==> src/rtl/bpc_pkg.sv <==
// ----------------------------------------------------------------------------
// bpc_pkg
// Shared types, codes and register layout for the button press classifier.
// ----------------------------------------------------------------------------
package bpc_pkg;

    localparam int TICK_W    = 8;
    localparam int ELAPSED_W = 16;
    localparam int HOLD_W    = 8;
    localparam int CODE_W    = 2;
    localparam int CFG_IDX_W = 2;
    localparam int CFG_DAT_W = 16;
    localparam int IN_TDATA_W  = 8;
    localparam int OUT_TDATA_W = 8;

    typedef logic [CODE_W-1:0] t_code;

    // status codes
    localparam t_code ST_NOT_PRESSED = 2'd0;
    localparam t_code ST_ONE_CLICK   = 2'd1;
    localparam t_code ST_HELD        = 2'd2;

    // event codes
    localparam t_code EV_NONE  = 2'd0;
    localparam t_code EV_SHORT = 2'd1;
    localparam t_code EV_LONG  = 2'd2;

    // register indexes
    localparam logic [CFG_IDX_W-1:0] REG_SAMPLE_PERIOD  = 2'd0;
    localparam logic [CFG_IDX_W-1:0] REG_HOLD_THRESHOLD = 2'd1;
    localparam logic [CFG_IDX_W-1:0] REG_RELEASE_WINDOW = 2'd2;

    // register reset values
    localparam logic [TICK_W-1:0]    RST_SAMPLE_PERIOD  = 8'd50;
    localparam logic [HOLD_W-1:0]    RST_HOLD_THRESHOLD = 8'd60;
    localparam logic [ELAPSED_W-1:0] RST_RELEASE_WINDOW = 16'd200;

    typedef struct packed {
        logic [TICK_W-1:0]    sample_period;
        logic [HOLD_W-1:0]    hold_threshold;
        logic [ELAPSED_W-1:0] release_window;
    } t_bpc_cfg;

    typedef struct packed {
        logic [TICK_W-1:0]    tick_count;
        logic [ELAPSED_W-1:0] elapsed_ms;
        logic                 armed;
        logic                 window_running;
        t_code                status;
        logic [HOLD_W-1:0]    hold_count;
    } t_bpc_state;

endpackage

==> src/rtl/bpc_query.sv <==
// ----------------------------------------------------------------------------
// bpc_query
// Next-state and event logic for one millisecond tick.
// ----------------------------------------------------------------------------
module bpc_query import bpc_pkg::*; (
    input  t_bpc_state i_state,
    input  t_bpc_cfg   i_cfg,
    input  logic       i_level,
    output t_bpc_state o_state,
    output t_code      o_event
);

    logic [TICK_W:0] tick_next;
    logic            run_query;
    logic            window_passed;
    logic            held_enough;

    always_comb begin
        o_state   = i_state;
        o_event   = EV_NONE;
        held_enough   = 1'b0;
        window_passed = 1'b0;

        // saturating elapsed time
        if (i_state.elapsed_ms != {ELAPSED_W{1'b1}}) begin
            o_state.elapsed_ms = i_state.elapsed_ms + 1'b1;
        end

        // prescaler compared at one bit wider
        tick_next = {1'b0, i_state.tick_count} + 1'b1;
        run_query = tick_next > {1'b0, i_cfg.sample_period};

        if (run_query) begin
            o_state.tick_count = '0;

            // armed first press opens the window
            if (o_state.armed && i_level) begin
                o_state.armed = 1'b0;
                if (!o_state.window_running) begin
                    o_state.window_running = 1'b1;
                    o_state.status         = ST_ONE_CLICK;
                    o_state.elapsed_ms     = '0;
                end
            end

            // count pressed samples
            if (o_state.status == ST_ONE_CLICK || o_state.status == ST_HELD) begin
                if (i_level && o_state.hold_count != {HOLD_W{1'b1}}) begin
                    o_state.hold_count = o_state.hold_count + 1'b1;
                end
                if (o_state.hold_count >= i_cfg.hold_threshold) begin
                    o_state.status = ST_HELD;
                end
            end

            // decide once the window has passed
            window_passed = o_state.window_running &&
                            (o_state.elapsed_ms > i_cfg.release_window);
            held_enough   = o_state.hold_count >= i_cfg.hold_threshold;
            if (window_passed) begin
                if (i_level && held_enough && o_state.status == ST_HELD) begin
                    o_event            = EV_LONG;
                    o_state.hold_count = '0;
                end
                if (!i_level) begin
                    if (o_state.status == ST_ONE_CLICK) begin
                        o_event = EV_SHORT;
                    end
                    o_state.armed          = 1'b1;
                    o_state.window_running = 1'b0;
                    o_state.hold_count     = '0;
                    o_state.status         = ST_NOT_PRESSED;
                end
            end

            // release with no window re-arms
            if (!i_level && !o_state.window_running) begin
                o_state.armed          = 1'b1;
                o_state.window_running = 1'b0;
                o_state.hold_count     = '0;
                o_state.status         = ST_NOT_PRESSED;
            end
        end else begin
            o_state.tick_count = tick_next[TICK_W-1:0];
        end
    end

endmodule

==> src/rtl/button_press_classifier_unit.sv <==
// ----------------------------------------------------------------------------
// button_press_classifier_unit
// Short / long press classifier for a push button sampled once per ms tick.
// ----------------------------------------------------------------------------
// Each input beat is one millisecond tick carrying the button level; every
// beat gives exactly one output beat with the event of that tick (none,
// short or long press) and the status after it. The block takes one beat
// per clock as long as the output side keeps taking beats: the tick is
// folded into the state registers in the cycle it is accepted, and its
// result lands in a single output register. A stalled output holds the
// result register and the input side then waits, at most one result is
// buffered. A button query runs every sample_period+1 ticks; hold_threshold
// pressed queries make a hold, and events are decided once release_window
// ms have passed since the first press. Configuration is taken on any
// cycle with i_cfg_we high; index 0 sample_period, 1 hold_threshold, 2
// release_window, other indexes are ignored. Writes should be made while
// no beat is in flight.
// ----------------------------------------------------------------------------
module button_press_classifier_unit import bpc_pkg::*; (
    input  logic                   i_clk,
    input  logic                   i_rst_n,
    // config write port
    input  logic                   i_cfg_we,
    input  logic [CFG_IDX_W-1:0]   i_cfg_idx,
    input  logic [CFG_DAT_W-1:0]   i_cfg_data,
    // tick input
    input  logic                   s_axis_tvalid,
    output logic                   s_axis_tready,
    input  logic [IN_TDATA_W-1:0]  s_axis_tdata,   // [0] button_level, rest zero
    // result output
    output logic                   m_axis_tvalid,
    input  logic                   m_axis_tready,
    output logic [OUT_TDATA_W-1:0] m_axis_tdata    // [1:0] press_event, [3:2] press_status
);

    t_bpc_cfg   r_cfg;
    t_bpc_state r_state;
    t_bpc_state n_state;
    t_code      n_event;
    logic       r_out_valid;
    t_code      r_out_event;
    t_code      r_out_status;
    logic       in_beat;

    // result register frees up when it is empty or being drained
    assign s_axis_tready = !r_out_valid || m_axis_tready;
    assign in_beat       = s_axis_tvalid && s_axis_tready;

    // configuration registers
    always_ff @(posedge i_clk) begin
        if (!i_rst_n) begin
            r_cfg.sample_period  <= RST_SAMPLE_PERIOD;
            r_cfg.hold_threshold <= RST_HOLD_THRESHOLD;
            r_cfg.release_window <= RST_RELEASE_WINDOW;
        end else if (i_cfg_we) begin
            unique case (i_cfg_idx)
                REG_SAMPLE_PERIOD:  r_cfg.sample_period  <= i_cfg_data[TICK_W-1:0];
                REG_HOLD_THRESHOLD: r_cfg.hold_threshold <= i_cfg_data[HOLD_W-1:0];
                REG_RELEASE_WINDOW: r_cfg.release_window <= i_cfg_data;
                default: ;
            endcase
        end
    end

    // per-tick update logic
    bpc_query u_query (
        .i_state (r_state),
        .i_cfg   (r_cfg),
        .i_level (s_axis_tdata[0]),
        .o_state (n_state),
        .o_event (n_event)
    );

    // classifier state, updated on every accepted tick
    always_ff @(posedge i_clk) begin
        if (!i_rst_n) begin
            r_state.tick_count     <= '0;
            r_state.elapsed_ms     <= '0;
            r_state.armed          <= 1'b0;
            r_state.window_running <= 1'b0;
            r_state.status         <= ST_ONE_CLICK;
            r_state.hold_count     <= '0;
        end else if (in_beat) begin
            r_state <= n_state;
        end
    end

    // output valid flag
    always_ff @(posedge i_clk) begin
        if (!i_rst_n) begin
            r_out_valid <= 1'b0;
        end else if (in_beat) begin
            r_out_valid <= 1'b1;
        end else if (m_axis_tready) begin
            r_out_valid <= 1'b0;
        end
    end

    // output payload, no reset needed
    always_ff @(posedge i_clk) begin
        if (in_beat) begin
            r_out_event  <= n_event;
            r_out_status <= n_state.status;
        end
    end

    assign m_axis_tvalid = r_out_valid;
    assign m_axis_tdata  = {{(OUT_TDATA_W-2*CODE_W){1'b0}}, r_out_status, r_out_event};

`ifndef SYNTHESIS
    // an open window always means the first press was consumed
    a_window_not_armed: assert property (@(posedge i_clk) disable iff (!i_rst_n)
        r_state.window_running |-> !r_state.armed)
        else $error("window open while still armed");

    // armed only in the not-pressed status
    a_armed_idle: assert property (@(posedge i_clk) disable iff (!i_rst_n)
        r_state.armed |-> r_state.status == ST_NOT_PRESSED)
        else $error("armed outside not-pressed status");

    // long press only reported with held status
    a_long_held: assert property (@(posedge i_clk) disable iff (!i_rst_n)
        r_out_valid && r_out_event == EV_LONG |-> r_out_status == ST_HELD)
        else $error("long press without held status");

    // short press re-arms the detector in the same beat
    a_short_rearm: assert property (@(posedge i_clk) disable iff (!i_rst_n)
        r_out_valid && r_out_event == EV_SHORT && $past(in_beat)
        |-> r_out_status == ST_NOT_PRESSED && r_state.armed)
        else $error("short press did not re-arm");
`endif

endmodule

==> config.mk <==
export PLATFORM = sky130hd
export DESIGN_NAME = button_press_classifier_unit
export DESIGN_NICKNAME = d
export VERILOG_FILES = /design/src/rtl/bpc_pkg.sv /design/src/rtl/bpc_query.sv /design/src/rtl/button_press_classifier_unit.sv
export SDC_FILE = /design/constraint.sdc
export NUM_CORES = 1
export LEC_CHECK = 0
export ABC_CLOCK_PERIOD_IN_PS = 3400
export BUFFER_PORTS_ARGS = -buffer_cell sky130_fd_sc_hd__buf_4
export CORE_MARGIN = 1
export CORE_UTILIZATION = 35
export CTS_BUF_LIST = sky130_fd_sc_hd__clkbuf_8 sky130_fd_sc_hd__clkbuf_16
export DETAILED_ROUTE_END_ITERATION = 8
export PLACE_DENSITY = 0.61
export SLEW_MARGIN = 20
export SYNTH_ARGS = -nofsm -noshare
export SYNTH_HDL_FRONTEND = slang
export SYNTH_SLANG_ARGS = --single-unit
==> constraint.sdc <==
create_clock -name i_clk -period 3.4 [get_ports i_clk]
set_input_delay 0.34 -clock i_clk [delete_from_list [all_inputs] [get_ports i_clk]]
set_output_delay 0.34 -clock i_clk [all_outputs]
set_load 0.01 [all_outputs]
* After elaboration in Yosys (flattened, before gate mapping)
Index checks and enable logic that the tools add are counted.
** Operators by class
- Add/subtract/negate cells :: 3
- Magnitude comparators :: 4
- Equal/unequal tests :: 8
- Multiplexer cells :: 23
- Reduce and logical (&&, ||, !) cells :: 19
** Operators with widths (number)
- 12-bit two-way mux :: 4
- 20-bit two-way mux :: 2
- 8-bit two-way mux :: 5
- 16-bit two-way mux :: 2
- 28-bit two-way mux :: 1
- 10-bit two-way mux :: 2
- 16-bit by 1-bit adder with 16-bit output, second input constant :: 1
- 8-bit >= comparator :: 2
- 16-bit > comparator :: 1
- 16-bit inequality test, second input constant :: 1
- 2-bit two-way mux :: 5
- 2-bit AND reduction :: 5
- 8-bit by 1-bit adder with 9-bit output, second input constant :: 1
- 9-bit by 8-bit > comparator with 1-bit output :: 1
- 8-bit by 1-bit adder with 8-bit output, second input constant :: 1
- 8-bit inequality test, second input constant :: 1
- 1-bit logical AND :: 7
- 2-bit by 1-bit equality test with 1-bit output, second input constant :: 3
- 2-bit equality test, second input constant :: 3
- 1-bit logical NOT :: 3
- 2-bit logical NOT :: 1
- 1-bit logical OR :: 2
- 1-bit two-way mux :: 2
- 2-bit nonzero test :: 1
** Storage, ports and cells
- Register bits after elaboration :: 73
- Input bits :: 31
- Output and inout port bits :: 10
- Logic and storage cells :: 69

* Logic depth before layout (Yosys ltp)
- Word-level depth :: 24
- Depth in mapped cells :: 16

* Cells and area by module
Synthesis repeated with hierarchy kept, for this count alone.
** Second synthesis, totals
- Cell total of the unflattened synthesis :: 639
- Area, all modules :: 5127.4 µm²
** By module, submodules not included
- button_press_classifier_unit :: times used 1, cells an instance 296, area each 2832.7 µm², seq. area each 1501.4 µm²
- bpc_query :: times used 1, cells an instance 343, area each 2294.7 µm², seq. area each 0.0 µm²

* Worst setup path after synthesis
OpenSTA, ideal clock, no wires.
- Kind :: flip-flop to flip-flop
- Start :: register r_state[17] (netlist bit)
- End :: register r_out_status[0] (data pin)
- Library setup time :: 0.272 ns
- Data arrival time :: 3.233 ns
- Data required time :: 3.128 ns
- Setup slack :: -0.105 ns
- Stages on the path, launching flop included :: 15
- Buffers on the path :: 0
- Path through :: dfxtp_1 and4_1 nand3_2 or4_4 and3_4 nand3_1 xor2_1 nor2_1 ha_1 nand4_1 a2111o_1 a31oi_1 nor2_1 o221ai_1 o21ai_0
** RTL lines
- start: declaration :: RTL line button_press_classifier_unit.sv:37 : t_bpc_state r_state;
- start signal: assignment :: RTL line button_press_classifier_unit.sv:84 : r_state <= n_state;
- end signal: assignment :: RTL line button_press_classifier_unit.sv:103 : r_out_status <= n_state.status;
- end: declaration :: RTL line button_press_classifier_unit.sv:42 : t_code r_out_status;

* Worst setup path in the final report
- Start :: register r_state[18] (netlist bit)
- End :: register r_state[1] (netlist bit)
** Between the ends
- Longest elaborated chain between the ends :: 12
** Ends and longest elaborated chain
- 16-bit by 1-bit adder with 16-bit output or 16-bit inequality test (tied branches) :: RTL line bpc_query.sv:26, bpc_query.sv:25
- 16-bit two-way mux (*) :: RTL line bpc_query.sv:25 : if (i_state.elapsed_ms != {ELAPSED_W{1'b1}}) begin
- 16-bit two-way mux :: RTL line bpc_query.sv:39 : if (!o_state.window_running) begin
- 20-bit two-way mux (*) :: RTL line bpc_query.sv:37 : if (o_state.armed && i_level) begin
- 20-bit two-way mux (*) :: RTL line bpc_query.sv:33 : if (run_query) begin
- 16-bit > comparator (*) :: RTL line bpc_query.sv:58 : (o_state.elapsed_ms > i_cfg.release_window);
- 1-bit logical AND (*) :: RTL line bpc_query.sv:57 : window_passed = o_state.window_running &&
- 12-bit two-way mux (*) :: RTL line bpc_query.sv:60 : if (window_passed) begin
- 12-bit two-way mux (*) :: RTL line bpc_query.sv:33
- 1-bit logical NOT :: RTL line bpc_query.sv:77 : if (!i_level && !o_state.window_running) begin
- 1-bit logical AND :: RTL line bpc_query.sv:77
- 12-bit two-way mux (*) :: RTL line bpc_query.sv:77
Every way passes the cells marked *; elsewhere a longest branch is shown, timed or not. The select of a mux whose other input is x is not followed.
A chain may end at the register's enable or synchronous reset.

==> results.py <==
metrics = {
    "power": {
        "p_sw_share_pct": 22.1,
        "p_leak_uw": 0.00272,
        "p_int_uw": 1770,
        "p_clk_share_pct": 51.4,
        "power.share.combinational_pct": 9.0,
        "p_switching_uw": 500,
        "power_density_mw_per_mm2": 359,
        "ir_worst_vdd_v": 0.000481,
        "p_seq_share_pct": 39.5,
    },
    "logic_synthesis": {
        "synth_seq_area_share_pct": 31.7,
        "synth_top_cell_by_area": "dfxtp_1",
        "synth_common_cells": "nand2_1, dfxtp_1, ha_1",
        "ys_top_cells_by_area": "dfxtp_1, ha_1, nand2_1",
        "synth_top_area_share_pct": 29.2,
        "ys_ff_latch": 73,
        "synthDistinctLibCells": 57,
        "yosysMostFrequentCell": "nand2_1",
        "syn_inst": 606,
        "yosys_warnings": 0,
        "synth_edf_count": 4,
        "async_flop_share_pct": 0,
        "synth-main-ff-cell": "dfxtp_1",
        "syn_area_per_cell_um2": 7.81,
        "synth_area_mm2": 0.00473,
    },
    "clock_network": {
        "cts_max_level": 3,
        "cts_tree": "built",
        "cts_buffers": 9,
        "clkTransAtPathRegs_ns": 0.06,
        "cts_root_buf": "clkbuf_16",
        "clock-sinks": 73,
        "worstSkewPairLatency_ns": 0.35,
        "clock_path_buffers": 2,
    },
    "routing": {
        "drtIter0Drc": 303,
        "totalWireLength_um": 12800,
        "wl_per_cell_um": 14.4,
        "drt_first_pass_iters": 4,
        "maxUsedRoutingLayer": "met4",
        "viasPerCell": 5.16,
        "wl_met3_um": 464,
        "postRouteAntennaNets": 0,
        "dr_wl_met2_um": 6470,
        "wl_met1_um": 5590,
        "drc": 0,
        "num_vias": 4591,
    },
    "floorplan": {
        "rows": 42,
        "start_util_pct": 35.9,
        "num_io_pins": 41,
        "dieArea_mm2": 0.0140,
        "dieWidth_um": 118,
        "core_area_mm2": 0.0132,
        "die_y_um": 118,
    },
    "flow_run": {
        "maxCapViolCount": 0,
    },
    "sta": {
        "slew_violations": 0,
        "setup_viol": 15,
        "worstMarginPinSlew_ns": 0.705,
        "max_freq_mhz": 279,
        "rsz0062_at_grt": "true",
        "fin_tns_setup_ns": -1.72,
        "period_needed_ns": 3.59,
        "final.setup.worst_slack_ns": -0.187,
        "period_share_pct": 106,
        "final_hold_viol_count": 0,
        "fin_skew_ns": 0.00849,
        "slew_headroom_pct": 53.0,
    },
    "place": {
        "place_inst": 852,
        "gp_congestion": 0.862,
        "placed_cell_area_mm2": 0.00559,
        "hpwlAfterDp_um": 9040,
        "numPortBuffers": 29,
        "dp_slack_ns": -0.263,
    },
    "critical_path": {
        "start_kind": "register",
        "cp.required_ns": 3.63,
        "worstSetupPathType": "register to register",
        "worstPathArrival_ns": 3.82,
        "crit_path_end_kind": "register",
        "cp_max_fo": 6,
    },
    "grt": {
        "grt_first_pass_wirelength_um": 20900,
        "overflow": 0,
        "grt_max_degree": 73,
        "grt_pass1_vias": 4536,
        "grt_antenna_before_repair": 0,
        "grt_usage_pct": 19.0,
    },
    "final_layout": {
        "final_layout_size_suffix_gt1_share_pct": 25.2,
        "instances_no_fill": 890,
        "num-nets-final": 783,
        "finish.instance_area_mm2": 0.00631,
        "area_growth_pct": 33.5,
        "antenna_cells": 0,
    },
    "worst_hold_path": {
        "hp-class": "primary input to register",
    },
    "status": {
        "outcome": "finished, violations left",
        "violations": "negative setup slack",
    },
}
[power groups by stage]
stage          sequential [µW]  combinational, µW  clock [µW]
2_1_floorplan              913                118           0
3_3_place_gp               913                183           0
3_5_place_dp               914                190           0
4_1_cts                    896                202        1200
5_1_grt                    898                227        1230
6_report                   896                205        1170
[through the flow]
| stage | util [%] | total power (µW) | hold WS [ns] |
|---|---|---|---|
| 6_report | 47.9 | 2270 | 0.254 |
| 5_1_grt | 47.9 | 2360 | 0.256 |
| 4_1_cts | 47.4 | 2300 | 0.242 |
| 3_5_place_dp | 42.4 | 1100 | 0.464 |
| 3_3_place_gp | 42.4 | 1100 | 0.457 |
| 2_1_floorplan | - | 1030 | 0.443 |
[worst max-delay path, cell delays in order (launching register included)]
cell      delay [ns]
dfxtp_2         0.34
and4_4          0.24
nand3_4         0.08
or4_4           0.53
and3_4          0.20
nand3_2         0.09
xor2_1          0.18
nor2_1          0.07
ha_1            0.35
nand4_1         0.14
a2111o_1        0.42
a31oi_4         0.26
a21o_1          0.16
o21ai_4         0.10
buf_4           0.16
nand2_2         0.08
o21ai_0         0.09
[placed cells by master, fill, tap and decap left out, types with 5 or more instances in the layout]
cell type,instances
dfxtp_2,7
dfxtp_1,62
nand2b_1,5
a21boi_0,19
nand2_1,100
nor2b_1,17
xnor2_1,11
clkbuf_16,9
nand4_1,10
buf_4,118
a31oi_1,10
nor4_1,5
nor2_1,40
mux2i_1,6
inv_1,35
o211ai_1,10
nor3b_1,6
ha_1,42
o21ai_0,29
xor2_1,16
a21oi_1,37
nand3_1,21
[cell families (layout without fill, tap and decap cells)]
kind of cell	after synthesis	after routing	synth area share [%]
xor gates and xnor gates	28	28	5.18
buffers and inverters	66	171	5.58
adders and majority gates	43	43	11.4
DFF	73	73	31.7
muxes	8	8	1.75
and+or+nand+nor	243	243	24.9
AOI/OAI and AO/OA	144	144	19.4
other	1	4	0.0793
[layer usage]
metal,track usage [%],vias to the layer above
li1,-,2332
met1,21.7,2147
met2,33.8,90
met3,5.07,22
met4,7.29,0
met5,0,-
[final timing paths]
| path | end | slack, ns | start | depth (start not counted) |
|---|---|---|---|---|
| setup reg to reg | r_state[1] | -0.19 | r_state[18] | 16 |
| hold / removal | r_cfg[14] | 0.25 | i_cfg_data[14] | 3 |
| setup / recovery | r_state[1] | -0.19 | r_state[18] | 16 |
| hold reg to reg | r_cfg[2] | 0.47 | r_cfg[2] | 2 |
[area by class of cell]
class | instances | area (µm²)
tap | 176 | 220
clock inverter | 7 | 141
sequential | 73 | 1510
clock buffer | 9 | 225
timing repair buffer | 119 | 897
fill | 1266 | 6880
multi-input combinational | 470 | 3190
inverter | 36 | 135
[repair_timing]
item / in CTS / in global routing
hold buffers: 0 / 0
setup buffers: 21 / 5
setup endpoints to repair: 16 / 22
resized for setup: 30 / 15
pin swaps: 18 / 10
[sequential cells by signal, summed over array words and instances, names as in the netlist]
| register | cells |
|---|---|
| r_state | 36 |
| r_out_status | 2 |
| m_axis_tvalid | 1 |
| r_cfg | 32 |
| r_out_event | 2 |
No activity file was read; power rests on OpenSTA's default activity.
